$ cat src/rtl/rhs_pkg.sv
`timescale 1ns / 1ps
// ----------------------------------------------------------------------------
// rhs_pkg
// Shared types and constants of the region hotness scoring core.
// ----------------------------------------------------------------------------
package rhs_pkg;

    // subscores and score scaling
    localparam int SUBSCORE_MAX  = 100;
    localparam int AGE_LOG_MAX   = 32;
    localparam int USEC_PER_SEC  = 1000000;
    localparam int MAX_SCORE_DEF = 99;

    // field widths
    localparam int CNT_W   = 16;
    localparam int AGE_W   = 32;
    localparam int WGT_W   = 16;
    localparam int SCORE_W = 7;
    localparam int CFG_W   = 32;
    localparam int CFG_IDX_W = 2;

    // configuration register indexes
    typedef enum logic [CFG_IDX_W-1:0] {
        CFG_FREQ_WEIGHT = 2'd0,
        CFG_AGE_WEIGHT  = 2'd1,
        CFG_MAX_COUNT   = 2'd2,
        CFG_INTERVAL_US = 2'd3
    } t_cfg_idx;

    // input word
    typedef struct packed {
        logic [CNT_W-1:0] access_count;
        logic [AGE_W-1:0] region_age;
    } t_in_word;

    // result word
    typedef struct packed {
        logic [SCORE_W-1:0] hot_score;
        logic [SCORE_W-1:0] cold_score;
    } t_out_word;

endpackage

$ cat src/rtl/region_hotness_score_core.sv
`timescale 1ns / 1ps
// ----------------------------------------------------------------------------
// region_hotness_score_core
// Scores one memory region per word from access count and age, giving
// hotness and coldness.
// ----------------------------------------------------------------------------
// The core takes one word every clock unless stalled and returns results in
// order. The path is an 11-stage register pipeline: a 32x32 age product, a
// compare bank giving the bit length of the age in seconds, two restoring
// dividers of three quotient bits per stage and the last bit in a stage of
// its own (one for the frequency subscore, one for the weighted average) and
// a final reciprocal multiply that scales the average to 0..MAX_SCORE. Every
// stage holds its word while the next one cannot take it, so results back up
// when the output is not taken and input is refused only once all stages are
// occupied. Configuration registers are read by the stages directly; the user
// must write them only while the core is empty; this is not enforced.
// MAX_SCORE ranges from 1 to 1000; both scores are reported modulo 128.
module region_hotness_score_core
    import rhs_pkg::*;
#(
    parameter int MAX_SCORE = MAX_SCORE_DEF
) (
    input  logic                 i_clk,
    input  logic                 i_rst_n,
    // configuration writes
    input  logic                 i_cfg_we,
    input  logic [CFG_IDX_W-1:0] i_cfg_idx,
    input  logic [CFG_W-1:0]     i_cfg_data,
    // input words
    input  logic                 i_in_valid,
    output logic                 o_in_ready,
    input  t_in_word             i_in_data,
    // result words
    output logic                 o_out_valid,
    input  logic                 i_out_ready,
    output t_out_word            o_out_data
);

    localparam int NSTG  = 11;
    localparam int NUM_W = 23;                       // count * 100
    localparam int WN_W  = 24;                       // weighted sum
    localparam int WS_W  = WGT_W + 1;                // weight sum
    localparam int Q_W   = 7;                        // quotients 0..100
    localparam int LEN_W = 6;                        // bit length 0..32
    localparam int OFF_W = 7;                        // offset length 0..64
    localparam int XW    = $clog2(SUBSCORE_MAX * MAX_SCORE + 1);
    localparam int RK    = XW + 7;                   // reciprocal shift
    localparam int RW    = RK + 1;
    localparam logic [RW-1:0] RECIP = RW'((2**RK + SUBSCORE_MAX - 1) / SUBSCORE_MAX);
    localparam int HOTW  = $clog2(MAX_SCORE + 1) + SCORE_W;
    localparam int PRW   = XW + RW;

    // configuration registers
    logic [WGT_W-1:0] r_freq_wgt;
    logic [WGT_W-1:0] r_age_wgt;
    logic [CNT_W-1:0] r_max_cnt;
    logic [AGE_W-1:0] r_intv_us;

    // pipeline control
    logic [NSTG-1:0] r_vld;
    logic [NSTG-1:0] w_en;

    // stage registers
    logic [NUM_W-1:0] r1_num;
    logic [CNT_W-1:0] r1_div;
    logic [63:0]      r1_prod;
    logic [NUM_W-1:0] r2_num;
    logic [CNT_W-1:0] r2_div;
    logic             r2_sat;
    logic [AGE_LOG_MAX-1:0] r2_ge;
    logic [NUM_W-1:0] r3_rem;
    logic [Q_W-1:0]   r3_q;
    logic [CNT_W-1:0] r3_div;
    logic             r3_sat;
    logic [LEN_W-1:0] r3_len;
    logic [NUM_W-1:0] r4_rem;
    logic [Q_W-1:0]   r4_q;
    logic [CNT_W-1:0] r4_div;
    logic             r4_sat;
    logic [LEN_W-1:0] r4_len;
    logic [Q_W-1:0]   r5_freq;
    logic [Q_W-1:0]   r5_agesub;
    logic [WN_W-1:0]  r6_wnum;
    logic [WS_W-1:0]  r6_wsum;
    logic [WN_W-1:0]  r7_rem;
    logic [Q_W-1:0]   r7_q;
    logic [WS_W-1:0]  r7_wsum;
    logic [WN_W-1:0]  r8_rem;
    logic [Q_W-1:0]   r8_q;
    logic [WS_W-1:0]  r8_wsum;
    logic [Q_W-1:0]   r9_avg;
    logic [XW-1:0]    r10_x;
    t_out_word        r11_out;

    // next values
    logic [NUM_W-1:0] n3_rem, n4_rem;
    logic [Q_W-1:0]   n3_q, n4_q;
    logic [LEN_W-1:0] n3_len;
    logic [AGE_LOG_MAX-1:0] n2_ge;
    logic [Q_W-1:0]   n5_q, n5_freq, n5_agesub;
    logic [OFF_W-1:0] n5_offs;
    logic [WN_W-1:0]  n7_rem, n8_rem;
    logic [Q_W-1:0]   n7_q, n8_q, n9_q;
    logic [PRW-1:0]   n11_prod;
    logic [HOTW-1:0]  n11_hot, n11_cold;

    // configuration register writes
    always_ff @(posedge i_clk) begin
        if (!i_rst_n) begin
            r_freq_wgt <= '0;
            r_age_wgt  <= '0;
            r_max_cnt  <= CNT_W'(20);
            r_intv_us  <= AGE_W'(100000);
        end else if (i_cfg_we) begin
            case (t_cfg_idx'(i_cfg_idx))
                CFG_FREQ_WEIGHT: r_freq_wgt <= i_cfg_data[WGT_W-1:0];
                CFG_AGE_WEIGHT:  r_age_wgt  <= i_cfg_data[WGT_W-1:0];
                CFG_MAX_COUNT:   r_max_cnt  <= i_cfg_data[CNT_W-1:0];
                CFG_INTERVAL_US: r_intv_us  <= i_cfg_data[AGE_W-1:0];
                default: ;
            endcase
        end
    end

    // a stage loads when it is empty or the next stage loads
    always_comb begin
        w_en[NSTG-1] = !r_vld[NSTG-1] || i_out_ready;
        for (int k = NSTG - 2; k >= 0; k--) begin
            w_en[k] = !r_vld[k] || w_en[k+1];
        end
    end

    assign o_in_ready  = w_en[0];
    assign o_out_valid = r_vld[NSTG-1];
    assign o_out_data  = r11_out;

    // valid bits travel with the words
    always_ff @(posedge i_clk) begin
        if (!i_rst_n) begin
            r_vld <= '0;
        end else begin
            if (w_en[0]) begin
                r_vld[0] <= i_in_valid;
            end
            for (int k = 1; k < NSTG; k++) begin
                if (w_en[k]) begin
                    r_vld[k] <= r_vld[k-1];
                end
            end
        end
    end

    // stage 2: saturation check and age threshold bank
    always_comb begin
        for (int k = 0; k < AGE_LOG_MAX; k++) begin
            n2_ge[k] = r1_prod >= (64'(USEC_PER_SEC) << k);
        end
    end

    // stage 3: bit length from thermometer, frequency quotient bits 6..4
    always_comb begin
        n3_len = '0;
        for (int k = 0; k < AGE_LOG_MAX; k++) begin
            if (r2_ge[k]) begin
                n3_len = LEN_W'(k + 1);
            end
        end
        n3_rem = r2_num;
        n3_q   = '0;
        for (int b = 6; b >= 4; b--) begin
            if (n3_rem >= (NUM_W'(r2_div) << b)) begin
                n3_rem  = n3_rem - (NUM_W'(r2_div) << b);
                n3_q[b] = 1'b1;
            end
        end
    end

    // stage 4: frequency quotient bits 3..1
    always_comb begin
        n4_rem = r3_rem;
        n4_q   = r3_q;
        for (int b = 3; b >= 1; b--) begin
            if (n4_rem >= (NUM_W'(r3_div) << b)) begin
                n4_rem  = n4_rem - (NUM_W'(r3_div) << b);
                n4_q[b] = 1'b1;
            end
        end
    end

    // stage 5: last quotient bit, saturation, age subscore
    always_comb begin
        n5_q = r4_q;
        if (r4_rem >= NUM_W'(r4_div)) begin
            n5_q[0] = 1'b1;
        end
        n5_freq = r4_sat ? Q_W'(SUBSCORE_MAX) : n5_q;
        if (n5_freq == '0) begin
            n5_offs = OFF_W'(AGE_LOG_MAX) - OFF_W'(r4_len);
        end else begin
            n5_offs = OFF_W'(AGE_LOG_MAX) + OFF_W'(r4_len);
        end
        // offs * 100 / 32 / 2 is offs * 100 / 64
        n5_agesub = Q_W'((14'(n5_offs) * 14'(SUBSCORE_MAX)) >> 6);
    end

    // stage 7: average quotient bits 6..4
    always_comb begin
        n7_rem = r6_wnum;
        n7_q   = '0;
        for (int b = 6; b >= 4; b--) begin
            if (n7_rem >= (WN_W'(r6_wsum) << b)) begin
                n7_rem  = n7_rem - (WN_W'(r6_wsum) << b);
                n7_q[b] = 1'b1;
            end
        end
    end

    // stage 8: average quotient bits 3..1
    always_comb begin
        n8_rem = r7_rem;
        n8_q   = r7_q;
        for (int b = 3; b >= 1; b--) begin
            if (n8_rem >= (WN_W'(r7_wsum) << b)) begin
                n8_rem  = n8_rem - (WN_W'(r7_wsum) << b);
                n8_q[b] = 1'b1;
            end
        end
    end

    // stage 9: last quotient bit, zero weight sum gives zero
    always_comb begin
        n9_q = r8_q;
        if (r8_rem >= WN_W'(r8_wsum)) begin
            n9_q[0] = 1'b1;
        end
        if (r8_wsum == '0) begin
            n9_q = '0;
        end
    end

    // stage 11: divide by 100 through reciprocal, coldness
    always_comb begin
        n11_prod = PRW'(r10_x) * PRW'(RECIP);
        n11_hot  = HOTW'(n11_prod >> RK);
        n11_cold = HOTW'(MAX_SCORE) - n11_hot;
    end

    // stage payload registers
    always_ff @(posedge i_clk) begin
        if (w_en[0]) begin
            r1_num  <= NUM_W'(i_in_data.access_count) * NUM_W'(SUBSCORE_MAX);
            r1_div  <= (r_max_cnt == '0) ? CNT_W'(1) : r_max_cnt;
            r1_prod <= 64'(i_in_data.region_age) * 64'(r_intv_us);
        end
        if (w_en[1]) begin
            r2_num <= r1_num;
            r2_div <= r1_div;
            r2_sat <= r1_num >= (NUM_W'(r1_div) * NUM_W'(SUBSCORE_MAX + 1));
            r2_ge  <= n2_ge;
        end
        if (w_en[2]) begin
            r3_rem <= n3_rem;
            r3_q   <= n3_q;
            r3_div <= r2_div;
            r3_sat <= r2_sat;
            r3_len <= n3_len;
        end
        if (w_en[3]) begin
            r4_rem <= n4_rem;
            r4_q   <= n4_q;
            r4_div <= r3_div;
            r4_sat <= r3_sat;
            r4_len <= r3_len;
        end
        if (w_en[4]) begin
            r5_freq   <= n5_freq;
            r5_agesub <= n5_agesub;
        end
        if (w_en[5]) begin
            r6_wnum <= WN_W'(r_freq_wgt) * WN_W'(r5_freq)
                     + WN_W'(r_age_wgt) * WN_W'(r5_agesub);
            r6_wsum <= WS_W'(r_freq_wgt) + WS_W'(r_age_wgt);
        end
        if (w_en[6]) begin
            r7_rem  <= n7_rem;
            r7_q    <= n7_q;
            r7_wsum <= r6_wsum;
        end
        if (w_en[7]) begin
            r8_rem  <= n8_rem;
            r8_q    <= n8_q;
            r8_wsum <= r7_wsum;
        end
        if (w_en[8]) begin
            r9_avg <= n9_q;
        end
        if (w_en[9]) begin
            r10_x <= XW'(r9_avg) * XW'(MAX_SCORE);
        end
        if (w_en[10]) begin
            r11_out.hot_score  <= n11_hot[SCORE_W-1:0];
            r11_out.cold_score <= n11_cold[SCORE_W-1:0];
        end
    end

    // hot and cold always add up to the full score
    a_score_sum: assert property (@(posedge i_clk) disable iff (!i_rst_n)
        o_out_valid |-> (SCORE_W'(o_out_data.hot_score + o_out_data.cold_score)
                         == SCORE_W'(MAX_SCORE)))
        else $error("hot and cold scores do not sum to max score");

    // input is refused only when the whole pipeline is full and stalled
    a_ready_full: assert property (@(posedge i_clk) disable iff (!i_rst_n)
        !o_in_ready |-> ((&r_vld) && !i_out_ready))
        else $error("input refused with room in the pipeline");

    // frequency subscore stays within 0..100
    a_freq_range: assert property (@(posedge i_clk) disable iff (!i_rst_n)
        r_vld[4] |-> (r5_freq <= Q_W'(SUBSCORE_MAX)))
        else $error("frequency subscore out of range");

    // weighted average stays within 0..100
    a_avg_range: assert property (@(posedge i_clk) disable iff (!i_rst_n)
        r_vld[8] |-> (r9_avg <= Q_W'(SUBSCORE_MAX)))
        else $error("weighted average out of range");

    // a stalled output word keeps its valid bit
    a_out_hold: assert property (@(posedge i_clk) disable iff (!i_rst_n)
        (o_out_valid && !i_out_ready) |=> o_out_valid)
        else $error("output word dropped while stalled");

endmodule
$ cat config.mk
export PLATFORM = sky130hd
export DESIGN_NAME = region_hotness_score_core
export DESIGN_NICKNAME = d
export VERILOG_FILES = /design/src/rtl/rhs_pkg.sv /design/src/rtl/region_hotness_score_core.sv
export SDC_FILE = /design/constraint.sdc
export NUM_CORES = 2
export LEC_CHECK = 0
export ABC_CLOCK_PERIOD_IN_PS = 28400
export BUFFER_PORTS_ARGS = -buffer_cell sky130_fd_sc_hd__buf_2
export CORE_ASPECT_RATIO = 2
export CORE_UTILIZATION = 39
export CTS_BUF_LIST = sky130_fd_sc_hd__clkbuf_4
export CTS_CLUSTER_DIAMETER = 80
export DETAILED_ROUTE_END_ITERATION = 10
export GPL_TIMING_DRIVEN = 0
export PLACE_DENSITY_LB_ADDON = 0.08
export RECOVER_POWER = 50
export SETUP_SLACK_MARGIN = 0.1
export SYNTH_ARGS = -nofsm -noshare
export SYNTH_HDL_FRONTEND = slang
export SYNTH_SLANG_ARGS = --single-unit
$ cat constraint.sdc
create_clock -name i_clk -period 28.4 [get_ports i_clk]
set_clock_uncertainty 0.05 [all_clocks]
set_input_delay 1.42 -clock i_clk [delete_from_list [all_inputs] [get_ports i_clk]]
set_output_delay 1.42 -clock i_clk [all_outputs]
set_load 0.005 [all_outputs]
==> flow_metrics.env <==
export IMPL_synth_edf_count=443
export IMPL_clockBufferDepth=4
export IMPL_fin_util=0.421
export IMPL_crit_family="compound AO/OA/AOI/OAI gates"
export IMPL_path_buf_inv=9
export IMPL_synth_nets=10773
export IMPL_crit_path_start_kind="flip-flop"
export IMPL_post_cts_resized=0
export IMPL_synthArstFlopShare=0
export IMPL_syn_inst=8627
export IMPL_final_common_cell="inv_1"
export IMPL_gp_congestion=1.03
export IMPL_cp_slowest_cell="clkbuf_1"
export IMPL_drt_first_iter_violations=3079
export IMPL_min_period_ns=12.45
export IMPL_maxSlewViolCount=190
export IMPL_wl_microns=332000
export IMPL_core_sq_um=206000
export IMPL_cp_arrival_ns=13.20
export IMPL_max_cap_viol_count=7
export IMPL_dp_hpwl_microns=278000
export IMPL_vias=63451
export IMPL_rsz0062_at_grt="no"
export IMPL_min_period_over_period=0.438
export IMPL_dr_pass1_iters=6
export IMPL_totalNegativeSetupSlack_ns=0
export IMPL_hold_buffers=0
export IMPL_hold_class="reg2reg"
export IMPL_synth_flop_cell="edfxtp_1"
export IMPL_start_util=0.392
export IMPL_syn_area_per_cell_sq_um=9.37
export IMPL_htree_levels=4
export IMPL_finalSetupViolCount=0
export IMPL_drc=0
export IMPL_synth_distinct_cells=101
export IMPL_fmax_mhz=80.3
export IMPL_synth_area_sq_um=80900
export IMPL_synthToLayoutAreaGrowth_pct=7.42
export IMPL_cts_sink_count=534
export IMPL_grt_max_degree=69
export IMPL_antenna_found_initial=81
export IMPL_drive_gt1_frac=0.0528
export IMPL_yosys_warnings=0
export IMPL_die_height_microns=646
export IMPL_clk_pin_slew_ns=0.07
export IMPL_maxSlewHeadroom=-0.597
export IMPL_worstMarginPinSlew_ns=2.40
export IMPL_dieArea_sq_um=209000
export IMPL_yosysSeqAreaShare=0.187
export IMPL_clock_latency_ns=1.16
export IMPL_root_buffer="clkbuf_4"
export IMPL_num_rows=236
export IMPL_final_cell_mix="1658 x inv_1, 1185 x fa_1, 1082 x nand2_1"
export IMPL_post_cts_setup_buffers=0
export IMPL_avgRoutedWirePerCell_microns=28.2
export IMPL_cp_end_kind="flip-flop"
export IMPL_crit_fanout=10
export IMPL_grt_pass1_vias=69736
export IMPL_grt_usage=0.323
export IMPL_grt_pass1_wl_microns=470000
export IMPL_synth_seq_cells=534
export IMPL_gr_total_overflow=0
export IMPL_hold_viol=0
export IMPL_die_x_microns=324
export IMPL_io_pins=103
export IMPL_hold_slack_ns=0.368
export IMPL_crit_type="reg2reg"
export IMPL_port_buffers=100
export IMPL_finish_net_count=11025
export IMPL_critPathRequiredTime_ns=29.16
export IMPL_path_common_cell="o21ai_0"
export IMPL_status="finished, violations left"
export IMPL_violations="max-capacitance violations, max-slew violations"
export IMPL_numCtsBuffers=143
export IMPL_slowest_delay_ns=0.55
export IMPL_detail_route_vias_per_cell=5.39
export IMPL_cts_tree="built"
export IMPL_ant_nets=0
## registers in the layout, indices dropped and copies added (netlist names), 17 cells and up
name	cells
r1_num	21
r1_prod	58
r2_ge	32
r2_num	21
r3_rem	21
r4_rem	22
r6_wnum	24
r6_wsum	17
r7_rem	24
r7_wsum	17
r8_rem	24
r8_wsum	17
r_intv_us	32
## through the flow
step	setup WS, ns	area, sq um	instances
final	15.95	86900	11764
after global placement	16.20	84800	11464
after detailed placement	16.08	85000	11471
after global routing	15.34	86800	11724
after CTS	15.94	86800	11715
after floorplan	18.97	80900	8627
## per-layer routing
layer / global-route usage / up-vias / share of wire
met4: 0.345 / 44 / 0.13
met3: 0.0658 / 1261 / 0.048
met5: 0 / - / 0.00081
met2: 0.614 / 1928 / 0.55
li1: - / 28251 / -
met1: 0.256 / 31967 / 0.27
## worst register-to-register path, delay by kind of cell, from the launching register on
family / cells / cell delay, ns
AOI/OAI and AO/OA: 27 / 6.43
adders and majority gates: 4 / 1.21
buffers and inverters: 9 / 2.57
DFF: 1 / 0.43
muxes: 1 / 0.35
and+or+nand+nor: 5 / 1.04
## cells by family after synthesis
logic type | Yosys count | synth area share
buf+inv | 1978 | 0.0925
fa+ha+maj | 2059 | 0.429
flops | 534 | 0.187
simple gates | 2464 | 0.149
xor+xnor | 306 | 0.0332
compound gates | 1194 | 0.0972
mux | 92 | 0.0126
## worst paths after layout
check | startpoint | cells past startpoint | slack, ns | endpoint
max reg2reg | r6_wsum[0]$_DFFE_PP_ | 46 | 15.95 | r7_rem[17]$_DFFE_PP_
min | r3_len[1]$_SDFFCE_PP0P_ | 0 | 0.37 | r4_len[1]$_DFFE_PP_
max | r6_wsum[0]$_DFFE_PP_ | 46 | 15.95 | r7_rem[17]$_DFFE_PP_
min reg2reg | r3_len[1]$_SDFFCE_PP0P_ | 0 | 0.37 | r4_len[1]$_DFFE_PP_
## layout make-up
cell class                 instances  area, sq um
multi-input combinational       6115        58300
timing repair buffer             107          587
fill                           20970       120000
clock inverter                    41          327
buffer                           316         1240
inverter                        1662         6240
sequential                       534        15100
tap                             2737         3420
antenna                           49          123
clock buffer                     203         1520
## synth_stat cells, types with 11 or more instances
cell type  instances  share of area
o21a_1            70         0.0065
clkbuf_1         288          0.013
nor2_1           259          0.012
and3_1            51         0.0039
a211oi_1          26         0.0024
xor2_1            90         0.0097
dfxtp_1           91          0.023
or2_2             22         0.0017
or4_1             17         0.0016
edfxtp_1         443           0.16
o211ai_1          23         0.0021
nor3_1            80         0.0050
a211o_1           18         0.0019
a21boi_0         101         0.0094
xnor2_1          215          0.023
o21ai_1           13        0.00080
ha_1             874           0.14
o311ai_0          13         0.0014
o21bai_1          59         0.0055
mux2i_1           21         0.0026
nand4_1           51         0.0039
buf_2             11        0.00068
a21oi_1          331          0.020
a21o_1           138          0.013
or3_1             23         0.0018
nand2_1         1083          0.050
o31ai_1           51         0.0047
inv_1           1659          0.077
and2_1           612          0.047
nand3_1           78         0.0048
fa_1            1185           0.29
mux2_2            59         0.0082
nor2b_1           54         0.0042
o21ai_0          203          0.013
a31oi_1           27         0.0021
o31a_1            13         0.0014
nor4_1            36         0.0028
nand2b_1          51         0.0039
Power is not shown: default switching activity piles up to over one toggle a cycle in this logic, so the estimate is an artifact.
